==> config.mk <==
export PLATFORM = sky130hd
export DESIGN_NAME = leaky_threshold_spike_zone
export DESIGN_NICKNAME = d
export VERILOG_FILES = /design/src/rtl/ltsz_pkg.sv /design/src/rtl/leaky_threshold_spike_zone.sv /design/src/rtl/ltsz_ctrl.sv /design/src/rtl/ltsz_dp.sv
export SDC_FILE = /design/constraint.sdc
export NUM_CORES = 2
export LEC_CHECK = 0
export BUFFER_PORTS_ARGS = -buffer_cell sky130_fd_sc_hd__buf_2
export CORE_AREA = 3 3 440 442
export CTS_BUF_LIST = sky130_fd_sc_hd__clkbuf_4 sky130_fd_sc_hd__clkbuf_8
export CTS_CLUSTER_DIAMETER = 80
export CTS_CLUSTER_SIZE = 12
export DETAILED_ROUTE_END_ITERATION = 10
export DIE_AREA = 0 0 443 445
export PLACE_DENSITY = 0.72
export SLEW_MARGIN = 20
export SYNTH_ARGS = -nofsm -noshare
export SYNTH_HDL_FRONTEND = slang
export SYNTH_SLANG_ARGS = --single-unit
==> constraint.sdc <==
create_clock -name clk -period 11.6 [get_ports clk]
set_input_delay 2.9 -clock clk [delete_from_list [all_inputs] [get_ports clk]]
set_output_delay 2.9 -clock clk [all_outputs]
set_load 0.1 [all_outputs]
==> src/rtl/ltsz_pkg.sv <==
`default_nettype none
// ----------------------------------------------------------------------------
// ltsz_pkg
// Shared constants and control types of the leaky threshold spike zone.
// ----------------------------------------------------------------------------
package ltsz_pkg;

	localparam int MAX_ONSETS_DEF = 32;

	// configuration register indexes
	localparam logic [2:0] REG_INTEG   = 3'd0;
	localparam logic [2:0] REG_STAB    = 3'd1;
	localparam logic [2:0] REG_GAIN    = 3'd2;
	localparam logic [2:0] REG_THR_ON  = 3'd3;
	localparam logic [2:0] REG_THR_OFF = 3'd4;
	localparam logic [2:0] REG_AMP     = 3'd5;
	localparam logic [2:0] REG_WINDOW  = 3'd6;

	// commands from controller to datapath
	typedef struct packed {
		logic load;      // take input word, register integrator difference
		logic mul_go;    // integrator update from the gain product
		logic fire;      // threshold compare, onset write
		logic scan_init; // start prune pass
		logic scan_step; // move one ring entry
		logic fin;       // commit prune results
		logic div_init;  // start rate divide
		logic div_step;  // one quotient bit
		logic div_fin;   // commit rate
		logic out_load;  // load output register
	} ltsz_cmd_t;

	// status from datapath to controller
	typedef struct packed {
		logic scan_done;
		logic do_div;
		logic div_done;
	} ltsz_sts_t;

endpackage
`default_nettype wire

==> src/rtl/leaky_threshold_spike_zone.sv <==
`default_nettype none
// ----------------------------------------------------------------------------
// leaky_threshold_spike_zone
// Leaky integrate threshold zone with onset ring and rate estimate.
// ----------------------------------------------------------------------------
// One input word is one tick. The block takes a word only when idle and is
// busy with it until its result is loaded, longer when the result side
// stalls. The prune pass walks the onset ring one entry a cycle through its
// read port, and the rate comes from a serial divider of fill width + 16
// steps (22 at the default depth), where fill is the onset count.
// It takes the next word once its result sits in the output register.
module leaky_threshold_spike_zone #(
	parameter int MAX_ONSETS = ltsz_pkg::MAX_ONSETS_DEF
) (
	input  wire logic               clk,
	input  wire logic               arst_n,
	input  wire logic               in_valid,
	output logic                    in_stall,
	input  wire logic signed [31:0] neural_potential,
	output logic                    out_valid,
	input  wire logic               out_stall,
	output logic signed [31:0]      pulse_level,
	output logic signed [31:0]      zone_potential,
	output logic [15:0]             pulse_rate,
	output logic [5:0]              onsets_in_window,
	input  wire logic               cfg_valid,
	output logic                    cfg_ready,
	input  wire logic [2:0]         cfg_index,
	input  wire logic [31:0]        cfg_data
);
	import ltsz_pkg::*;

	ltsz_cmd_t cmd;
	ltsz_sts_t sts;

	logic               integ_q, stab_q;
	logic [17:0]        gain_q;
	logic signed [31:0] thr_on_q, thr_off_q, amp_q;
	logic [31:0]        window_q;

	assign cfg_ready = 1'b1;

	// configuration registers
	always_ff @(posedge clk or negedge arst_n) begin
		if (!arst_n) begin
			integ_q <= 1'b1;
			stab_q <= 1'b1;
			gain_q <= 18'd16384;
			thr_on_q <= 32'sd1;
			thr_off_q <= '0;
			amp_q <= 32'sd65536;
			window_q <= 32'd1000;
		end else if (cfg_valid) begin
			unique case (cfg_index)
				REG_INTEG:   integ_q <= cfg_data[0];
				REG_STAB:    stab_q <= cfg_data[0];
				REG_GAIN:    gain_q <= cfg_data[17:0];
				REG_THR_ON:  thr_on_q <= cfg_data;
				REG_THR_OFF: thr_off_q <= cfg_data;
				REG_AMP:     amp_q <= cfg_data;
				REG_WINDOW:  window_q <= cfg_data;
				default: ;
			endcase
		end
	end

	// output word valid
	always_ff @(posedge clk or negedge arst_n) begin
		if (!arst_n) out_valid <= 1'b0;
		else if (cmd.out_load) out_valid <= 1'b1;
		else if (!out_stall) out_valid <= 1'b0;
	end

	ltsz_ctrl u_ctrl (
		.clk      (clk),
		.arst_n   (arst_n),
		.in_valid (in_valid),
		.in_stall (in_stall),
		.out_busy (out_valid && out_stall),
		.sts      (sts),
		.cmd      (cmd)
	);

	ltsz_dp #(.MAX_ONSETS(MAX_ONSETS)) u_dp (
		.clk         (clk),
		.arst_n      (arst_n),
		.cmd         (cmd),
		.sts         (sts),
		.sample      (neural_potential),
		.cfg_integ   (integ_q),
		.cfg_stab    (stab_q),
		.cfg_gain    (gain_q),
		.cfg_thr_on  (thr_on_q),
		.cfg_thr_off (thr_off_q),
		.cfg_amp     (amp_q),
		.cfg_window  (window_q),
		.res_pulse   (pulse_level),
		.res_pot     (zone_potential),
		.res_rate    (pulse_rate),
		.res_fill    (onsets_in_window)
	);

endmodule
`default_nettype wire

==> src/rtl/ltsz_ctrl.sv <==
`default_nettype none
// ----------------------------------------------------------------------------
// ltsz_ctrl
// Sequencer: integrate, fire, prune scan, serial rate divide, output.
// ----------------------------------------------------------------------------
module ltsz_ctrl (
	input  wire logic             clk,
	input  wire logic             arst_n,
	input  wire logic             in_valid,
	output logic                  in_stall,
	input  wire logic             out_busy,
	input  wire ltsz_pkg::ltsz_sts_t sts,
	output ltsz_pkg::ltsz_cmd_t   cmd
);
	import ltsz_pkg::*;

	localparam logic [2:0] S_IDLE = 3'd0;
	localparam logic [2:0] S_MUL  = 3'd1;
	localparam logic [2:0] S_FIRE = 3'd2;
	localparam logic [2:0] S_SCAN = 3'd3;
	localparam logic [2:0] S_FIN  = 3'd4;
	localparam logic [2:0] S_DIV  = 3'd5;
	localparam logic [2:0] S_OUT  = 3'd6;

	logic [2:0] state_q, state_d;

	assign in_stall = (state_q != S_IDLE);

	// next state and commands
	always_comb begin
		state_d = state_q;
		cmd = '0;
		unique case (state_q)
			S_IDLE: begin
				if (in_valid) begin
					cmd.load = 1'b1;
					state_d = S_MUL;
				end
			end
			S_MUL: begin
				cmd.mul_go = 1'b1;
				state_d = S_FIRE;
			end
			S_FIRE: begin
				cmd.fire = 1'b1;
				state_d = S_SCAN;
			end
			S_SCAN: begin
				if (sts.scan_done) begin
					state_d = S_FIN;
				end else begin
					cmd.scan_step = 1'b1;
				end
			end
			S_FIN: begin
				cmd.fin = 1'b1;
				if (sts.do_div) begin
					cmd.div_init = 1'b1;
					state_d = S_DIV;
				end else begin
					state_d = S_OUT;
				end
			end
			S_DIV: begin
				if (sts.div_done) begin
					cmd.div_fin = 1'b1;
					state_d = S_OUT;
				end else begin
					cmd.div_step = 1'b1;
				end
			end
			S_OUT: begin
				if (!out_busy) begin
					cmd.out_load = 1'b1;
					state_d = S_IDLE;
				end
			end
			default: state_d = S_IDLE;
		endcase
		if (state_q == S_FIRE) cmd.scan_init = 1'b1;
	end

	always_ff @(posedge clk or negedge arst_n) begin
		if (!arst_n) state_q <= S_IDLE;
		else state_q <= state_d;
	end

endmodule
`default_nettype wire

==> src/rtl/ltsz_dp.sv <==
`default_nettype none
// ----------------------------------------------------------------------------
// ltsz_dp
// Datapath: integrator, pulse logic, onset ring with prune, serial divider.
// ----------------------------------------------------------------------------
module ltsz_dp #(
	parameter int MAX_ONSETS = ltsz_pkg::MAX_ONSETS_DEF
) (
	input  wire logic               clk,
	input  wire logic               arst_n,
	input  wire ltsz_pkg::ltsz_cmd_t cmd,
	output ltsz_pkg::ltsz_sts_t     sts,
	input  wire logic signed [31:0] sample,
	input  wire logic               cfg_integ,
	input  wire logic               cfg_stab,
	input  wire logic [17:0]        cfg_gain,
	input  wire logic signed [31:0] cfg_thr_on,
	input  wire logic signed [31:0] cfg_thr_off,
	input  wire logic signed [31:0] cfg_amp,
	input  wire logic [31:0]        cfg_window,
	output logic signed [31:0]      res_pulse,
	output logic signed [31:0]      res_pot,
	output logic [15:0]             res_rate,
	output logic [5:0]              res_fill
);
	import ltsz_pkg::*;

	localparam int AW = $clog2(MAX_ONSETS);
	localparam int FW = $clog2(MAX_ONSETS + 1);
	// divide numerator is count << 16
	localparam int NW = FW + 16;

	logic signed [31:0] filt_q, hold_q;
	logic               firing_q;
	logic [31:0]        tick_q, now_q;
	logic [AW-1:0]      head_q;
	logic [FW-1:0]      fill_q;
	logic [15:0]        rate_q;
	logic signed [33:0] diff_q;

	logic [31:0]        ring_mem [MAX_ONSETS];

	// integrator drive and difference
	logic signed [33:0] drive;
	always_comb begin
		drive = '0;
		if (cfg_stab) drive = (hold_q > 0) ? -34'(cfg_thr_on) : 34'(sample);
	end

	// product, floor by 2^16 is an arithmetic shift
	logic signed [52:0] mul_w;
	logic signed [36:0] sum_w;
	logic signed [31:0] filt_new;
	assign mul_w = 53'(diff_q) * $signed({35'd0, cfg_gain});
	assign sum_w = 37'(filt_q) + 37'(mul_w >>> 16);
	always_comb begin
		if (sum_w > 37'sd2147483647) filt_new = 32'sh7fffffff;
		else if (sum_w < -37'sd2147483648) filt_new = 32'sh80000000;
		else filt_new = sum_w[31:0];
	end

	// scan and divide state
	logic [FW-1:0] rd_q, wr_q, scan_n_q;
	logic [31:0]   first_q, last_q;
	logic          scanning_q, rd_v_q;
	logic          scan_arm_q;
	logic [31:0]   rdata_s1;
	logic [AW-1:0] rd_idx;
	logic [FW:0]   rd_sum;
	logic          pruning_q;
	logic [31:0]   age;
	logic [NW-1:0] rem_q;
	logic [NW-1:0] num_q;
	logic [15:0]   quo_q;
	logic [4:0]    dcnt_q;
	logic [31:0]   span_q;
	logic          sat_q;

	assign rd_sum = (FW+1)'(head_q) + (FW+1)'(rd_q);
	assign rd_idx = (rd_sum >= (FW+1)'(MAX_ONSETS)) ?
		AW'(rd_sum - (FW+1)'(MAX_ONSETS)) : AW'(rd_sum);
	assign age = now_q - rdata_s1;

	assign sts.scan_done = !scan_arm_q && (!pruning_q || (!scanning_q && !rd_v_q));
	assign sts.do_div = pruning_q && (wr_q > FW'(2)) && (last_q != first_q);
	assign sts.div_done = (dcnt_q == 5'd0);

	// ring write address for an onset
	logic [FW:0]   wsum;
	logic [AW-1:0] widx;
	assign wsum = (FW+1)'(head_q) + (FW+1)'(fill_q);
	assign widx = (fill_q >= FW'(MAX_ONSETS)) ? head_q :
		((wsum >= (FW+1)'(MAX_ONSETS)) ? AW'(wsum - (FW+1)'(MAX_ONSETS)) : AW'(wsum));

	// compaction address: kept entries stay in ring order from head
	logic [FW:0]   ksum;
	logic [AW-1:0] kidx;
	assign ksum = (FW+1)'(head_q) + (FW+1)'(wr_q);
	assign kidx = (ksum >= (FW+1)'(MAX_ONSETS)) ?
		AW'(ksum - (FW+1)'(MAX_ONSETS)) : AW'(ksum);

	// restoring divide step
	logic [NW:0] trial;
	assign trial = {rem_q, num_q[NW-1]};

	// ring memory: one write port, one registered read
	logic          fire_on;
	logic          keep;
	assign fire_on = (filt_q >= cfg_thr_on) && !firing_q;
	assign keep = rd_v_q && (age <= cfg_window);
	always_ff @(posedge clk) begin
		if (cmd.fire && fire_on) ring_mem[widx] <= now_q;
		else if (keep) ring_mem[kidx] <= rdata_s1;
		rdata_s1 <= ring_mem[rd_idx];
	end

	// payload registers
	always_ff @(posedge clk) begin
		if (cmd.load) begin
			diff_q <= drive - 34'(filt_q);
			now_q <= tick_q;
		end
		if (keep) begin
			if (wr_q == '0) first_q <= rdata_s1;
			last_q <= rdata_s1;
		end
		if (cmd.div_init) begin
			span_q <= last_q - first_q;
			num_q <= {wr_q, 16'd0};
			rem_q <= '0;
			quo_q <= '0;
			sat_q <= 1'b0;
		end else if (cmd.div_step) begin
			num_q <= {num_q[NW-2:0], 1'b0};
			if (32'(trial) >= span_q) begin
				rem_q <= NW'(trial - span_q[NW:0]);
				if (quo_q[15]) sat_q <= 1'b1;
				quo_q <= {quo_q[14:0], 1'b1};
			end else begin
				rem_q <= trial[NW-1:0];
				if (quo_q[15]) sat_q <= 1'b1;
				quo_q <= {quo_q[14:0], 1'b0};
			end
		end
		if (cmd.out_load) begin
			res_pulse <= hold_q;
			res_pot <= filt_q;
			res_rate <= rate_q;
			res_fill <= 6'(fill_q);
		end
	end

	// control state
	always_ff @(posedge clk or negedge arst_n) begin
		if (!arst_n) begin
			filt_q <= '0;
			hold_q <= '0;
			firing_q <= 1'b0;
			tick_q <= '0;
			head_q <= '0;
			fill_q <= '0;
			rate_q <= '0;
			rd_q <= '0;
			wr_q <= '0;
			scan_n_q <= '0;
			scanning_q <= 1'b0;
			rd_v_q <= 1'b0;
			scan_arm_q <= 1'b0;
			pruning_q <= 1'b0;
			dcnt_q <= '0;
		end else begin
			if (cmd.load) begin
				tick_q <= tick_q + 32'd1;
				if (!cfg_integ) filt_q <= sample;
			end
			if (cmd.mul_go && cfg_integ) filt_q <= filt_new;
			if (cmd.fire) begin
				if (filt_q >= cfg_thr_on) begin
					hold_q <= cfg_amp;
					firing_q <= 1'b1;
					if (!firing_q) begin
						if (fill_q >= FW'(MAX_ONSETS))
							head_q <= (head_q == AW'(MAX_ONSETS - 1)) ? '0 : head_q + 1'b1;
						else fill_q <= fill_q + 1'b1;
					end
				end else if (filt_q < cfg_thr_off) begin
					hold_q <= '0;
					firing_q <= 1'b0;
				end
			end
			// prune pass: read, then compact kept entries toward head
			if (cmd.scan_init) begin
				rd_q <= '0;
				wr_q <= '0;
				rd_v_q <= 1'b0;
				scanning_q <= 1'b0;
				pruning_q <= 1'b0;
				scan_arm_q <= 1'b1;
			end
			if (cmd.scan_step) begin
				if (scan_arm_q) begin
					// first step latches the post-onset fill
					scan_arm_q <= 1'b0;
					pruning_q <= (fill_q > FW'(1));
					scanning_q <= (fill_q > FW'(1));
					scan_n_q <= fill_q;
				end else begin
					rd_v_q <= scanning_q;
					if (scanning_q) begin
						if (rd_q == scan_n_q - 1'b1) scanning_q <= 1'b0;
						rd_q <= rd_q + 1'b1;
					end
					if (keep) wr_q <= wr_q + 1'b1;
				end
			end
			if (cmd.fin) begin
				scan_n_q <= '0;
				if (pruning_q) begin
					fill_q <= wr_q;
					if (wr_q <= FW'(2)) rate_q <= '0;
				end else begin
					rate_q <= '0;
				end
			end
			if (cmd.div_init) dcnt_q <= 5'(NW);
			else if (cmd.div_step) dcnt_q <= dcnt_q - 1'b1;
			if (cmd.div_fin) rate_q <= sat_q ? 16'hffff : quo_q;
		end
	end

endmodule
`default_nettype wire
==> reports/results.tsv <==
stage	metric	value	unit
outcome	status	complete, no violations	
final_layout	final_common_cell	edfxtp_1	
routing	drc_errors	0	
routing	dr_total_vias	60400	
timing	slew_violations	0	
timing	rsz0062_at_grt	no	
timing	max_clock_freq	0.0915	GHz
worst_setup_path	crit_path_frequent_cell	fa_1	
floorplan	die_area	197000	um2
final_layout	largest_reg_flops	1024	
clocking	cts_num_sinks	1652	
grt	grt-ovfl-total	0	
min_path	hold_class	register to register	
clocking	insertion_delay	950	ps
yosys	synth_edf_count	1278	
floorplan	num_rows	160	
routing	dr.pass1.iters	6	
grt	grt_pass1_wl	371000	um
yosys	ys_types	90	
final_layout	drive_gt1_share	13.6	%
clocking	tritoncts	yes	
yosys	async_flop_share	18.3	%
timing	setup_viol	0	
timing	post-route-period-util	94.3	%
clocking	ctsRootBufferMaster	clkbuf_8	
yosys	synth_mux_area_share	8.14	%
worst_setup_path	path_class	register to register	
floorplan	chipWidth	443	um
worst_setup_path	cp_slowest_stage_delay	750	ps
floorplan	start_util	49.9	%
timing	slew_headroom	25.1	%
routing	routed_wl	244000	um
worst_setup_path	critPathLaunchType	register	
floorplan	core-area	190000	um2
final_layout	largest_register	u_dp.ring_mem	
placement	place.gp.congestion	0.905	
placement	detailedPlacementHpwl	161000	um
yosys	synth_compound_area_share	5.90	%
yosys	synthAdderAreaFrac	17.9	%
clocking	clk_pin_slew	90	ps
worst_setup_path	crit_required	12400	ps
clocking	post_cts_buffers	0	
routing	drt_iter0_drc	6058	
yosys	yosys.area_share.simple	10.4	%
yosys	postSynthCellCount	7621	
yosys	ys_seq_elements	1652	
final_layout	final_cell_mix	edfxtp_1, inv_1, nand2_1, fa_1, ha_1	
timing	clock_skew	61.8	ps
yosys	yosysWarningCount	0	
yosys	synth_xor_area_share	2.52	%
worst_setup_path	cp_max_fo	21	
timing	finalWorstSetupSlack	666	ps
timing	post-route-min-period	10930	ps
clocking	clockBufferDepth	3	
clocking	htree_levels	4	
yosys	synth_seq_area_share	50.0	%
floorplan	io_pins	161	
placement	dp_slack	757	ps
floorplan	die_height	445	um
placement	port-buffer-count	159	
yosys	syn_nets	8691	
run	cap_violations	0	
timing	final_hold_viol_count	0	
timing	whs	450	ps
worst_setup_path	arrival	11730	ps
worst_setup_path	slowest_stage	o311ai_1	
grt	track_usage	24.7	%
yosys	synthFlopType	edfxtp_1	
grt	antenna_found_initial	9	
worst_setup_path	end_kind	register	
timing	tightest_slew	1120	ps
final_layout	syn_to_final_growth	7.71	%
grt	grt_max_degree	151	
grt	grt_pass1_vias	60900	
timing	finalSetupTns	0	ps
yosys	synth_top_family_by_area	adder cells	
routing	wl_per_cell	23.5	um
routing	viasPerCell	5.81	
yosys	syn_area	94800	um2
routing	detail-route-antenna-nets	0	
clocking	numCtsBuffers	159	
final_layout	nets	8819	
yosys	syn_avg_cell_area	12.4	um2
final_layout	top_regs	u_dp.ring_mem (1024), u_dp.diff_q (34)	
## through the flow
step                      utilization, %  cell area (um2)  instances
after floorplan                        -            94800       7621
after global placement              52.0            98800      10100
after detailed placement            52.0            98800      10100
after CTS                           53.7           102000      10400
after global routing                53.7           102000      10400
final                               53.7           102000      10400
## cell families (layout without fill, tap and decap cells)
family,after synthesis,after routing
AO/OA/AOI/OAI,908,908
AND/OR/NAND/NOR,2089,2090
other,1,4
buffers and inverters,1272,1521
flip-flops,1652,1652
multiplexers,430,430
XOR/XNOR,271,271
adder cells (fa/ha/maj),998,998
## what timing repair did
| action | in CTS | in global routing |
|---|---|---|
| setup endpoints to repair | 0 | 17 |
| hold buffers | 0 | 0 |
| resized for setup | 0 | 1 |
## cell usage after synthesis (all sizes together), types with 34 or more instances
| master | n | share of area (%) |
|---|---|---|
| nor3 | 90 | 0.50 |
| o21a | 37 | 0.29 |
| nand2b | 34 | 0.22 |
| nor2b | 49 | 0.32 |
| inv | 965 | 3.8 |
| xnor2 | 200 | 1.9 |
| nand4 | 60 | 0.40 |
| a21o | 123 | 0.97 |
| nand2 | 966 | 3.8 |
| ha | 402 | 5.3 |
| dfrtp | 292 | 7.7 |
| fa | 596 | 13 |
| xor2 | 71 | 0.66 |
| mux4 | 256 | 6.1 |
| edfxtp | 1278 | 40 |
| o21ai | 316 | 1.7 |
| and2 | 350 | 2.3 |
| mux2 | 156 | 1.9 |
| clkbuf | 240 | 0.95 |
| a21oi | 241 | 1.3 |
| dfxtp | 71 | 1.5 |
| nand3 | 235 | 1.2 |
| buf | 67 | 0.32 |
| nor2 | 196 | 0.78 |
## layer usage
| layer | global-route usage, % | up-vias | share of wire [%] |
|---|---|---|---|
| met1 | 33.6 | 30600 | 39 |
| met5 | 0 | - | 0 |
| met3 | 5.72 | 495 | 10 |
| li1 | - | 26500 | - |
| met4 | 11.0 | 0 | 5.0 |
| met2 | 38.3 | 2783 | 45 |
## final timing paths
check / from / end / slack, ps / depth (start not counted)
max: gain_q[4]$_DFFE_PN0P_ / u_dp.filt_q[13]$_DFFE_PN0P_ / 670 / 37
min: u_dp.rate_q[10]$_DFFE_PN0P_ / u_dp.res_rate[10]$_DFFE_PP_ / 450 / 0
max reg2reg: gain_q[4]$_DFFE_PN0P_ / u_dp.filt_q[13]$_DFFE_PN0P_ / 670 / 37
min reg2reg: u_dp.rate_q[10]$_DFFE_PN0P_ / u_dp.res_rate[10]$_DFFE_PP_ / 450 / 0
max in group asynchronous: arst_n / u_dp.filt_q[29]$_DFFE_PN0P_ / 7620 / 3
min in group asynchronous: arst_n / u_dp.rate_q[15]$_DFFE_PN0P_ / 2020 / 1
## critical path, delay by kind of cell (launching register included)
kind                     cells  cell delay, ps
XOR/XNOR                     2             470
flip-flops                   1             570
AND/OR/NAND/NOR              7            1420
buffers and inverters        5             530
adder cells (fa/ha/maj)      8            3850
AO/OA/AOI/OAI               15            3940
## cell type report
cell class / count / area [um2]
well taps: 2511 / 3140
clock buffers: 263 / 2980
diodes: 3 / 7.51
inverters: 965 / 3620
multi-input cells: 4698 / 43000
repair buffers: 273 / 1700
flip-flops and latches: 1652 / 47400
clock inverters: 20 / 260
fillers: 15500 / 87900
Power is left out: the tool's default activity adds up to more than one toggle a clock period on the data nets, which glitch-free logic cannot reach.
